`src/rtl/mexp_pkg.sv`:
```
package mexp_pkg;

  // configuration register indexes
  localparam int CFG_INDEX_BITS = 1;
  localparam logic [CFG_INDEX_BITS-1:0] REG_MODULUS  = 1'b0;
  localparam logic [CFG_INDEX_BITS-1:0] REG_EXPONENT = 1'b1;

  // register reset values
  localparam int MODULUS_DEFAULT  = 1;
  localparam int EXPONENT_DEFAULT = 65537;

  // top level sequencer
  typedef enum logic [5:0] {
    S_IDLE   = 6'b000001,
    S_REDUCE = 6'b000010,
    S_CHECK  = 6'b000100,
    S_MUL    = 6'b001000,
    S_SQR    = 6'b010000,
    S_WRITE  = 6'b100000
  } mexp_state_t;

  // modular multiplier sequencer
  typedef enum logic [2:0] {
    M_IDLE = 3'b001,
    M_DBL  = 3'b010,
    M_ADD  = 3'b100
  } mexp_mul_state_t;

  // multiplier status back to the top level
  typedef struct packed {
    logic busy;
    logic done;
  } mexp_mul_stat_t;

endpackage

```
`src/rtl/mexp_if.sv`:
```
// message channel
interface mexp_msg_if #(
  parameter int WORD_BITS = 62
);
  logic                 valid;
  logic                 ready;
  logic [WORD_BITS-1:0] message;

  modport source (output valid, output message, input ready);
  modport sink (input valid, input message, output ready);
endinterface

// result channel
interface mexp_pow_if #(
  parameter int WORD_BITS = 62
);
  logic                 valid;
  logic                 ready;
  logic [WORD_BITS-1:0] power_value;

  modport source (output valid, output power_value, input ready);
  modport sink (input valid, input power_value, output ready);
endinterface

// configuration write channel
interface mexp_cfg_if #(
  parameter int WORD_BITS = 62
);
  import mexp_pkg::*;
  logic                      valid;
  logic                      ready;
  logic [CFG_INDEX_BITS-1:0] index;
  logic [WORD_BITS-1:0]      data;

  modport source (output valid, output index, output data, input ready);
  modport sink (input valid, input index, input data, output ready);
endinterface

```
`src/rtl/mexp_modadd.sv`:
```
module mexp_modadd #(
  parameter int WORD_BITS = 62
) (
  input  logic [WORD_BITS-1:0] x,
  input  logic [WORD_BITS-1:0] y,
  input  logic [WORD_BITS-1:0] modulus,
  output logic [WORD_BITS-1:0] sum
);
  logic [WORD_BITS:0]   raw;
  logic [WORD_BITS+1:0] diff;
  logic                 ge;

  // add, then one conditional subtract of the modulus
  // a zero modulus wraps at the word width
  assign raw  = {1'b0, x} + {1'b0, y};
  assign diff = {1'b0, raw} - {2'b00, modulus};
  assign ge   = !diff[WORD_BITS+1] && (modulus != '0);
  assign sum  = ge ? diff[WORD_BITS-1:0] : raw[WORD_BITS-1:0];

endmodule

```
`src/rtl/mexp_modmul.sv`:
```
module mexp_modmul #(
  parameter int WORD_BITS = 62
) (
  input  logic                     clk,
  input  logic                     rst,
  input  logic                     start,
  input  logic [WORD_BITS-1:0]     a_in,
  input  logic [WORD_BITS-1:0]     b_in,
  input  logic [WORD_BITS-1:0]     modulus,
  output logic [WORD_BITS-1:0]     product,
  output mexp_pkg::mexp_mul_stat_t stat
);
  import mexp_pkg::*;

  localparam int CNT_BITS = $clog2(WORD_BITS);

  mexp_mul_state_t      state, state_next;
  logic [WORD_BITS-1:0] p;
  logic [WORD_BITS-1:0] a;
  logic [WORD_BITS-1:0] b;
  logic [CNT_BITS-1:0]  cnt;
  logic                 done;
  logic                 done_next;
  logic [WORD_BITS-1:0] add_y;
  logic [WORD_BITS-1:0] sum;
  logic                 last_bit;

  // shared add and reduce: doubles p, or adds the multiplicand
  assign add_y = (state == M_ADD) ? a : p;

  mexp_modadd #(.WORD_BITS(WORD_BITS)) u_add (
    .x       (p),
    .y       (add_y),
    .modulus (modulus),
    .sum     (sum)
  );

  assign last_bit = (cnt == '0);

  // msb-first double and add over the multiplier bits
  always_comb begin
    state_next = state;
    done_next  = 1'b0;
    case (state)
      M_IDLE: begin
        if (start) state_next = M_DBL;
      end
      M_DBL: begin
        if (b[WORD_BITS-1]) begin
          state_next = M_ADD;
        end else if (last_bit) begin
          state_next = M_IDLE;
          done_next  = 1'b1;
        end
      end
      M_ADD: begin
        if (last_bit) begin
          state_next = M_IDLE;
          done_next  = 1'b1;
        end else begin
          state_next = M_DBL;
        end
      end
      default: state_next = M_IDLE;
    endcase
  end

  // control registers
  always_ff @(posedge clk) begin
    if (rst) begin
      state <= M_IDLE;
      done  <= 1'b0;
    end else begin
      state <= state_next;
      done  <= done_next;
    end
  end

  // datapath registers
  always_ff @(posedge clk) begin
    case (state)
      M_IDLE: begin
        if (start) begin
          p   <= '0;
          a   <= a_in;
          b   <= b_in;
          cnt <= CNT_BITS'(WORD_BITS - 1);
        end
      end
      M_DBL: begin
        p <= sum;
        if (!b[WORD_BITS-1] && !last_bit) begin
          b   <= {b[WORD_BITS-2:0], 1'b0};
          cnt <= cnt - 1'b1;
        end
      end
      M_ADD: begin
        p <= sum;
        if (!last_bit) begin
          b   <= {b[WORD_BITS-2:0], 1'b0};
          cnt <= cnt - 1'b1;
        end
      end
      default: ;
    endcase
  end

  assign product   = p;
  assign stat.busy = (state != M_IDLE);
  assign stat.done = done;

  // a new product is only launched on a free unit
  a_start_idle: assert property (@(posedge clk) disable iff (rst)
    start |-> (state == M_IDLE))
    else $error("multiplier started while busy");

  // an add step always follows a double step
  a_add_after_dbl: assert property (@(posedge clk) disable iff (rst)
    (state == M_ADD) |-> ($past(state) == M_DBL))
    else $error("add step without preceding double");

  // the finished product is reported with the unit back at rest
  a_done_idle: assert property (@(posedge clk) disable iff (rst)
    done |-> (state == M_IDLE))
    else $error("done while still working");

endmodule

```
`src/rtl/modular_exponentiation.sv`:
```
// channel   dir  payload            handshake
// msg       in   message            valid/ready
// result    out  power_value        valid/ready
// cfg       in   index, data        valid/ready (ready always high)
//
// one word takes one reduction of the message and then P modular products, where P is
// popcount(exponent) + bit length of exponent - 1; each product is a double and add over
// the multiplier bits in the one shared add-and-reduce unit doing one double or add per cycle.
// a zero exponent skips the multiplier and goes straight to the write state.
// reset is synchronous, clears control state and loads the register defaults only; no clearing pass.
// the result register holds a word until taken; the next message is taken meanwhile.
module modular_exponentiation #(
  parameter int WORD_BITS = 62
) (
  input  logic              clk,
  input  logic              rst,
  mexp_msg_if.sink          msg,
  mexp_pow_if.source        result,
  mexp_cfg_if.sink          cfg
);
  import mexp_pkg::*;

  mexp_state_t          state, state_next;
  logic [WORD_BITS-1:0] modulus;
  logic [WORD_BITS-1:0] exponent;
  logic [WORD_BITS-1:0] acc;
  logic [WORD_BITS-1:0] base;
  logic [WORD_BITS-1:0] exp_left;
  logic [WORD_BITS-1:0] res_data;
  logic                 res_valid;
  logic [WORD_BITS-1:0] one_red;
  logic                 in_acc;
  logic                 res_load;
  logic                 mul_start;
  logic [WORD_BITS-1:0] mul_a;
  logic [WORD_BITS-1:0] mul_b;
  logic [WORD_BITS-1:0] mul_product;
  mexp_mul_stat_t       mul_stat;

  // configuration writes
  assign cfg.ready = 1'b1;

  always_ff @(posedge clk) begin
    if (rst) begin
      modulus  <= WORD_BITS'(MODULUS_DEFAULT);
      exponent <= WORD_BITS'(EXPONENT_DEFAULT);
    end else if (cfg.valid && cfg.ready) begin
      case (cfg.index)
        REG_MODULUS:  modulus  <= cfg.data;
        REG_EXPONENT: exponent <= cfg.data;
        default: ;
      endcase
    end
  end

  // one reduced modulo the modulus
  assign one_red = (modulus == WORD_BITS'(1)) ? '0 : WORD_BITS'(1);

  assign msg.ready = (state == S_IDLE);
  assign in_acc    = msg.valid && msg.ready;
  assign res_load  = (state == S_WRITE) && (!res_valid || result.ready);

  // product launch: reduce the message, then multiply or square per exponent bit
  always_comb begin
    mul_start = 1'b0;
    mul_a     = base;
    mul_b     = base;
    case (state)
      S_IDLE: begin
        mul_start = in_acc && (exponent != '0);
        mul_a     = one_red;
        mul_b     = msg.message;
      end
      S_CHECK: begin
        mul_start = (exp_left != '0);
        if (exp_left[0]) mul_a = acc;
      end
      default: ;
    endcase
  end

  mexp_modmul #(.WORD_BITS(WORD_BITS)) u_mul (
    .clk     (clk),
    .rst     (rst),
    .start   (mul_start),
    .a_in    (mul_a),
    .b_in    (mul_b),
    .modulus (modulus),
    .product (mul_product),
    .stat    (mul_stat)
  );

  // exponent sequencer
  always_comb begin
    state_next = state;
    case (state)
      S_IDLE: begin
        if (in_acc) state_next = (exponent == '0) ? S_WRITE : S_REDUCE;
      end
      S_REDUCE: begin
        if (mul_stat.done) state_next = S_CHECK;
      end
      S_CHECK: begin
        if (exp_left == '0) state_next = S_WRITE;
        else if (exp_left[0]) state_next = S_MUL;
        else state_next = S_SQR;
      end
      S_MUL: begin
        if (mul_stat.done) state_next = S_CHECK;
      end
      S_SQR: begin
        if (mul_stat.done) state_next = S_CHECK;
      end
      S_WRITE: begin
        if (res_load) state_next = S_IDLE;
      end
      default: state_next = S_IDLE;
    endcase
  end

  // control registers
  always_ff @(posedge clk) begin
    if (rst) begin
      state     <= S_IDLE;
      res_valid <= 1'b0;
    end else begin
      state <= state_next;
      if (res_load) res_valid <= 1'b1;
      else if (result.ready) res_valid <= 1'b0;
    end
  end

  // working registers
  always_ff @(posedge clk) begin
    case (state)
      S_IDLE: begin
        if (in_acc) begin
          exp_left <= exponent;
          acc      <= (exponent == '0) ? WORD_BITS'(1) : one_red;
        end
      end
      S_REDUCE: begin
        if (mul_stat.done) base <= mul_product;
      end
      S_MUL: begin
        if (mul_stat.done) begin
          acc         <= mul_product;
          exp_left[0] <= 1'b0;
        end
      end
      S_SQR: begin
        if (mul_stat.done) begin
          base     <= mul_product;
          exp_left <= {1'b0, exp_left[WORD_BITS-1:1]};
        end
      end
      default: ;
    endcase
    if (res_load) res_data <= acc;
  end

  assign result.valid       = res_valid;
  assign result.power_value = res_data;

  // the shared unit is at rest whenever a message can be taken
  a_idle_free: assert property (@(posedge clk) disable iff (rst)
    (state == S_IDLE) |-> !mul_stat.busy)
    else $error("multiplier busy while idle");

  // a finished product only arrives in a waiting state
  a_done_state: assert property (@(posedge clk) disable iff (rst)
    mul_stat.done |-> (state == S_REDUCE || state == S_MUL || state == S_SQR))
    else $error("product finished in wrong state");

  // exhausted exponent goes straight to the result
  a_exp_done: assert property (@(posedge clk) disable iff (rst)
    (state == S_CHECK && exp_left == '0) |=> (state == S_WRITE))
    else $error("exponent done but no result");

  // the result register takes the accumulator
  a_res_load: assert property (@(posedge clk) disable iff (rst)
    res_load |=> (res_valid && res_data == $past(acc)))
    else $error("result word not loaded");

endmodule

```
`src/flat_wrapper.sv`:
```
// flat-port wrapper written by rule: the top's interface ports become plain ports
module modular_exponentiation_flat import mexp_pkg::*;
#(
  parameter int WORD_BITS = 62
)
  (clk, rst, msg_valid, msg_message, msg_ready, result_valid, result_power_value, result_ready, cfg_valid, cfg_index, cfg_data, cfg_ready);
  mexp_msg_if #(.WORD_BITS(WORD_BITS)) msg_i ();
  mexp_pow_if #(.WORD_BITS(WORD_BITS)) result_i ();
  mexp_cfg_if #(.WORD_BITS(WORD_BITS)) cfg_i ();
  input  logic clk;
  input  logic rst;
  input wire logic [$bits(msg_i.valid)-1:0] msg_valid;
  input wire logic [$bits(msg_i.message)-1:0] msg_message;
  output wire logic [$bits(msg_i.ready)-1:0] msg_ready;
  output wire logic [$bits(result_i.valid)-1:0] result_valid;
  output wire logic [$bits(result_i.power_value)-1:0] result_power_value;
  input wire logic [$bits(result_i.ready)-1:0] result_ready;
  input wire logic [$bits(cfg_i.valid)-1:0] cfg_valid;
  input wire logic [$bits(cfg_i.index)-1:0] cfg_index;
  input wire logic [$bits(cfg_i.data)-1:0] cfg_data;
  output wire logic [$bits(cfg_i.ready)-1:0] cfg_ready;
  assign msg_i.valid = msg_valid;
  assign msg_i.message = msg_message;
  assign msg_ready = msg_i.ready;
  assign result_valid = result_i.valid;
  assign result_power_value = result_i.power_value;
  assign result_i.ready = result_ready;
  assign cfg_i.valid = cfg_valid;
  assign cfg_i.index = cfg_index;
  assign cfg_i.data = cfg_data;
  assign cfg_ready = cfg_i.ready;
  modular_exponentiation #(.WORD_BITS(WORD_BITS)) u_core (.clk(clk), .rst(rst), .msg(msg_i), .result(result_i), .cfg(cfg_i));
endmodule
```
`config.mk`:
```
export PLATFORM = sky130hd
export DESIGN_NAME = modular_exponentiation_flat
export DESIGN_NICKNAME = d
export VERILOG_FILES = /design/src/rtl/mexp_pkg.sv /design/src/rtl/mexp_if.sv /design/src/rtl/mexp_modadd.sv /design/src/rtl/mexp_modmul.sv /design/src/rtl/modular_exponentiation.sv /design/src/flat_wrapper.sv
export SDC_FILE = /design/constraint.sdc
export NUM_CORES = 1
export LEC_CHECK = 0
export BUFFER_PORTS_ARGS = -buffer_cell sky130_fd_sc_hd__buf_2
export CORE_MARGIN = 2
export CORE_UTILIZATION = 62
export CTS_BUF_LIST = sky130_fd_sc_hd__clkbuf_4 sky130_fd_sc_hd__clkbuf_8 sky130_fd_sc_hd__clkbuf_16
export DETAILED_ROUTE_END_ITERATION = 10
export PLACE_DENSITY = 0.83
export SLEW_MARGIN = 0
export SYNTH_ARGS = -nofsm -noshare
export SYNTH_HDL_FRONTEND = slang
export SYNTH_SLANG_ARGS = --single-unit
```
`constraint.sdc`:
```
create_clock -name clk -period 8.5 [get_ports clk]
set_clock_uncertainty 0.05 [all_clocks]
set_input_delay 1.275 -clock clk [delete_from_list [all_inputs] [get_ports clk]]
set_output_delay 1.275 -clock clk [all_outputs]
set_load 0.005 [all_outputs]
```
==> results by group <==
Synthesis
  – Post-synthesis cell area: 30710 sq um
  – Unique masters post-synth: 84
  – Largest family of logic cells by synthesized area: simple AND/OR/NAND/NOR gates
  – Number of synthesized flops with an enable pin: 440
  – Yosys reg bits: 575
  – XOR/XNOR share of the synthesized area: 3.194%
  – Syn avg cell area: 9.614 sq um
  – Top_reg_cell synth: edfxtp_1
  – Post-synth top area share: 43.03%
  – Synth Area in Adders: 5.264%
  – YS warnings: 0
  – Cells taking the most area after synthesis: edfxtp_1 43%, nand2_1 9.1%, dfxtp_1 8.8%
  – Synth area leader: edfxtp_1
  – Sequential-to-total area share from yosys stat: 51.83%
  – Synth Area in Compound Gates: 14.84%
  – Simple-Gate Fraction of Synth Area: 18.11%
  – Syn Inst Count: 3194
  – Post-synthesis mux area share: 3.215%
  – Synth async-reset ratio: 0%
  – Syn nets: 3452

Place
  – Port Buffers: 193
  – Placed Instance Area: 32180 sq um
  – Pre-CTS setup slack: 0.7324 ns
  – Final HPWL from detailed placement: 60980 microns
  – Placed Cells: 3914
  – GP Congestion: 0.9965

Power and ir drop
  – Worst VDD drop: 0.1858 mV
  – Leak Pwr: 13.13 nW
  – Power consumption: 9.785 mW
  – PD cells: 287.5 nW/um^2

Min path
  – Hold Path End: u_core.result.power_value[40]$_DFFE_PP_
  – Hold path depth: 0
  – HP Class: reg -> reg
  – HP Start: u_core.acc[40]$_SDFFCE_PP0P_

Drt
  – Post-DR wirelength/cell: 21.24 microns
  – Drt first-iter violations: 2387
  – Post-route ant nets: 0
  – Residual DRC count: 0
  – DR pass1 iterations: 6
  – Routed via count: 25020
  – Total wire length: 85290 microns
  – Vias per cell: 6.232

Floorplan
  – I/O Pins: 195
  – Die width: 226.6 microns
  – Row count: 81
  – DIE HEIGHT: 226.6 microns
  – Core ar.: 48950 sq um
  – Initial Utilization: 62.73%
  – Die area: 51320 sq um

Clock network
  – Clk buf depth: 3
  – Later-pin clock latency in the skew report: 0.62 ns
  – Number of gates resized after CTS: 0
  – CTS Sinks: 575
  – Hold buffers post-CTS: 0
  – Clock transition at path regs: 0.06 ns
  – Clock Tree Root: clkbuf_16
  – Clock buffer count from CTS: 56
  – # Post-CTS Setup Buffers: 0
  – H-tree depth: 2
  – CTS tree: done

GRT
  – GR Layer Usage met3: 4.341%
  – Met2 usage: 52.98%
  – GRT overflow: 0
  – Initial antenna violation count: 1
  – Largest net degree at the start of global routing: 92
  – GRT Resource Usage Total: 33.37%
  – First-pass GRT wire length: 132500 microns
  – Global routing usage on met1: 47.05%
  – Vias in the first global route: 24180
  – Global routing's busiest layer: met2

Worst setup path
  – Reg2Reg Launch Point: u_core.u_mul.state[2]$_SDFFE_PP0P_
  – Required time of the critical path: 8.92 ns
  – Reg2Reg Capture Point: u_core.u_mul.product[59]$_SDFFCE_PN0P_
  – Worst path arrival time: 8.44 ns
  – R2R depth: 25
  – Crit path max fanout: 26
  – R2r setup slk: 0.48 ns
  – Crit start category: flip-flop
  – Crit. End Element: flip-flop
  – WS Path Type: reg -> reg

Layout
  – Layout Cells excl Fill: 4015
  – Layout cell share with drive strength beyond 1: 12.56%
  – Final instance area: 34030 sq um
  – Layout net count: 3566
  – Area growth from synthesis to layout: 10.82%
  – Number of diodes: 0

Timing
  – Setup TNS: 0 ns
  – Final setup viols: 0
  – Final period utilization: 94.35%
  – Worst Max-Slew Pin Slew: 1.305 ns
  – RSZ-0062 raised after global routing: no
  – Hold violation total from the final report: 0
  – Slew Limit Fails: 0
  – Slew HR: 12.65%
  – Fin worst setup slack: 0.4806 ns
  – Fmax: 124.7 MHz
  – Final Critical Period: 8.019 ns

Job
  – Max cap viols: 0

Run status
  – Outcome: finished clean
## cell usage in the layout, fill, tap and decap left out, types with 33 or more instances in the layout
cell type / n
ha_1: 126
xnor2_1: 75
o21ai_0: 144
nor2_1: 194
clkbuf_16: 59
buf_4: 33
nand2_1: 747
dfxtp_1: 135
mux2_2: 61
nor4_1: 57
and2_1: 75
edfxtp_1: 440
nand3_1: 36
inv_1: 104
a21o_1: 60
buf_2: 192
xor2_1: 37
a21oi_1: 277
nand4_1: 33
a31oi_1: 90
## critical path, stage by stage, from the launching register on
cell and delay, ns:
dfxtp_1 0.52, nor3b_2 0.27, buf_4 0.40, buf_4 0.29
mux2_2 0.36, ha_1 0.36, and4_1 0.28, nor2b_1 0.15
o21ai_0 0.30, nand3b_1 0.19, o31ai_1 0.48, o21a_1 0.28
o21ai_1 0.22, a41oi_1 0.29, xnor2_1 0.21, ha_1 0.34
a21o_1 0.20, a211oi_1 0.26, o21ai_0 0.21, a21oi_1 0.17
o221a_2 0.19, o21a_1 0.13, o311a_1 0.29, a21oi_4 0.13
nor2_1 1.00, a22o_1 0.30
## stage by stage
step | util (%) | hold slack, ns
floorplan | - | 0.3762
global placement | 65.74 | 0.3806
detailed placement | 65.74 | 0.3820
CTS | 69.52 | 0.3949
global route | 69.52 | 0.3985
finish | 69.52 | 0.3948
## final cells by class
class / count / area, sq um
Fill cell: 3736 / 14920
Tap cell: 664 / 830.8
Inverter: 105 / 394.1
Clock inverter: 29 / 256.5
Multi-Input combinational cell: 2344 / 13810
Sequential cell: 575 / 15920
Clock buffer: 72 / 1593
Timing Repair Buffer: 226 / 1229
## how the worst max path moves through the flow
stage | from | endpoint | slack [ns] | cells past startpoint
after floorplan | u_core.state[5]$_SDFFE_PP0P_ | u_core.base[0]$_DFFE_PP_ | 1.16 | 2
after global placement | u_core.u_mul.state[2]$_SDFFE_PP0P_ | u_core.u_mul.product[43]$_SDFFCE_PN0P_ | 0.85 | 24
after detailed placement | u_core.u_mul.state[2]$_SDFFE_PP0P_ | u_core.u_mul.product[50]$_SDFFCE_PN0P_ | 0.73 | 25
after CTS | u_core.u_mul.state[2]$_SDFFE_PP0P_ | u_core.u_mul.product[47]$_SDFFCE_PN0P_ | 0.67 | 25
after global routing | u_core.u_mul.state[2]$_SDFFE_PP0P_ | u_core.u_mul.product[57]$_SDFFCE_PN0P_ | 0.02 | 24
final | u_core.u_mul.state[2]$_SDFFE_PP0P_ | u_core.u_mul.product[59]$_SDFFCE_PN0P_ | 0.48 | 25
## state kept, by name (all words and copies together) (netlist names), 6 cells and up
register / cells
u_core.exp_left: 62
u_core.exponent: 62
u_core.u_mul.a: 62
u_core.base: 62
u_core.u_mul.product: 62
u_core.modulus: 62
u_core.result.power_value: 62
u_core.acc: 62
u_core.state: 6
u_core.u_mul.b: 62
u_core.u_mul.cnt: 6
## cell usage after synthesis, types with 37 or more instances
| cell | count |
|---|---|
| a21oi_1 | 277 |
| and2_1 | 77 |
| edfxtp_1 | 440 |
| dfxtp_1 | 135 |
| o21ai_0 | 145 |
| a21o_1 | 61 |
| clkbuf_1 | 148 |
| xor2_1 | 37 |
| nor2_1 | 195 |
| nand2_1 | 748 |
| inv_1 | 105 |
| nor4_1 | 58 |
| a31oi_1 | 90 |
| xnor2_1 | 75 |
| mux2_2 | 61 |
| ha_1 | 126 |
## per-layer routing
layer  wire length, microns  vias to the layer above
li1                       -                    11680
met1                  36330                    11890
met2                  38680                     1270
met3                   7076                      178
met4                   3212                        0
met5                      0                        -
## cells by family after synthesis
kind of cell,Yosys count
and+or+nand+nor,1265
buffers and inverters,275
other,1
AOI/OAI and AO/OA,747
DFF,575
xor gates and xnor gates,112
adders and majority gates,128
muxes,91
## where the power goes
part	internal (mW)	leakage [nW]	total [mW]	switching, mW
sequential	3.41	5.30	3.59	0.182
combinational	1.35	6.90	3.68	2.32
clock	1.44	0.927	2.52	1.08
No activity file was read; power rests on OpenSTA's default activity.
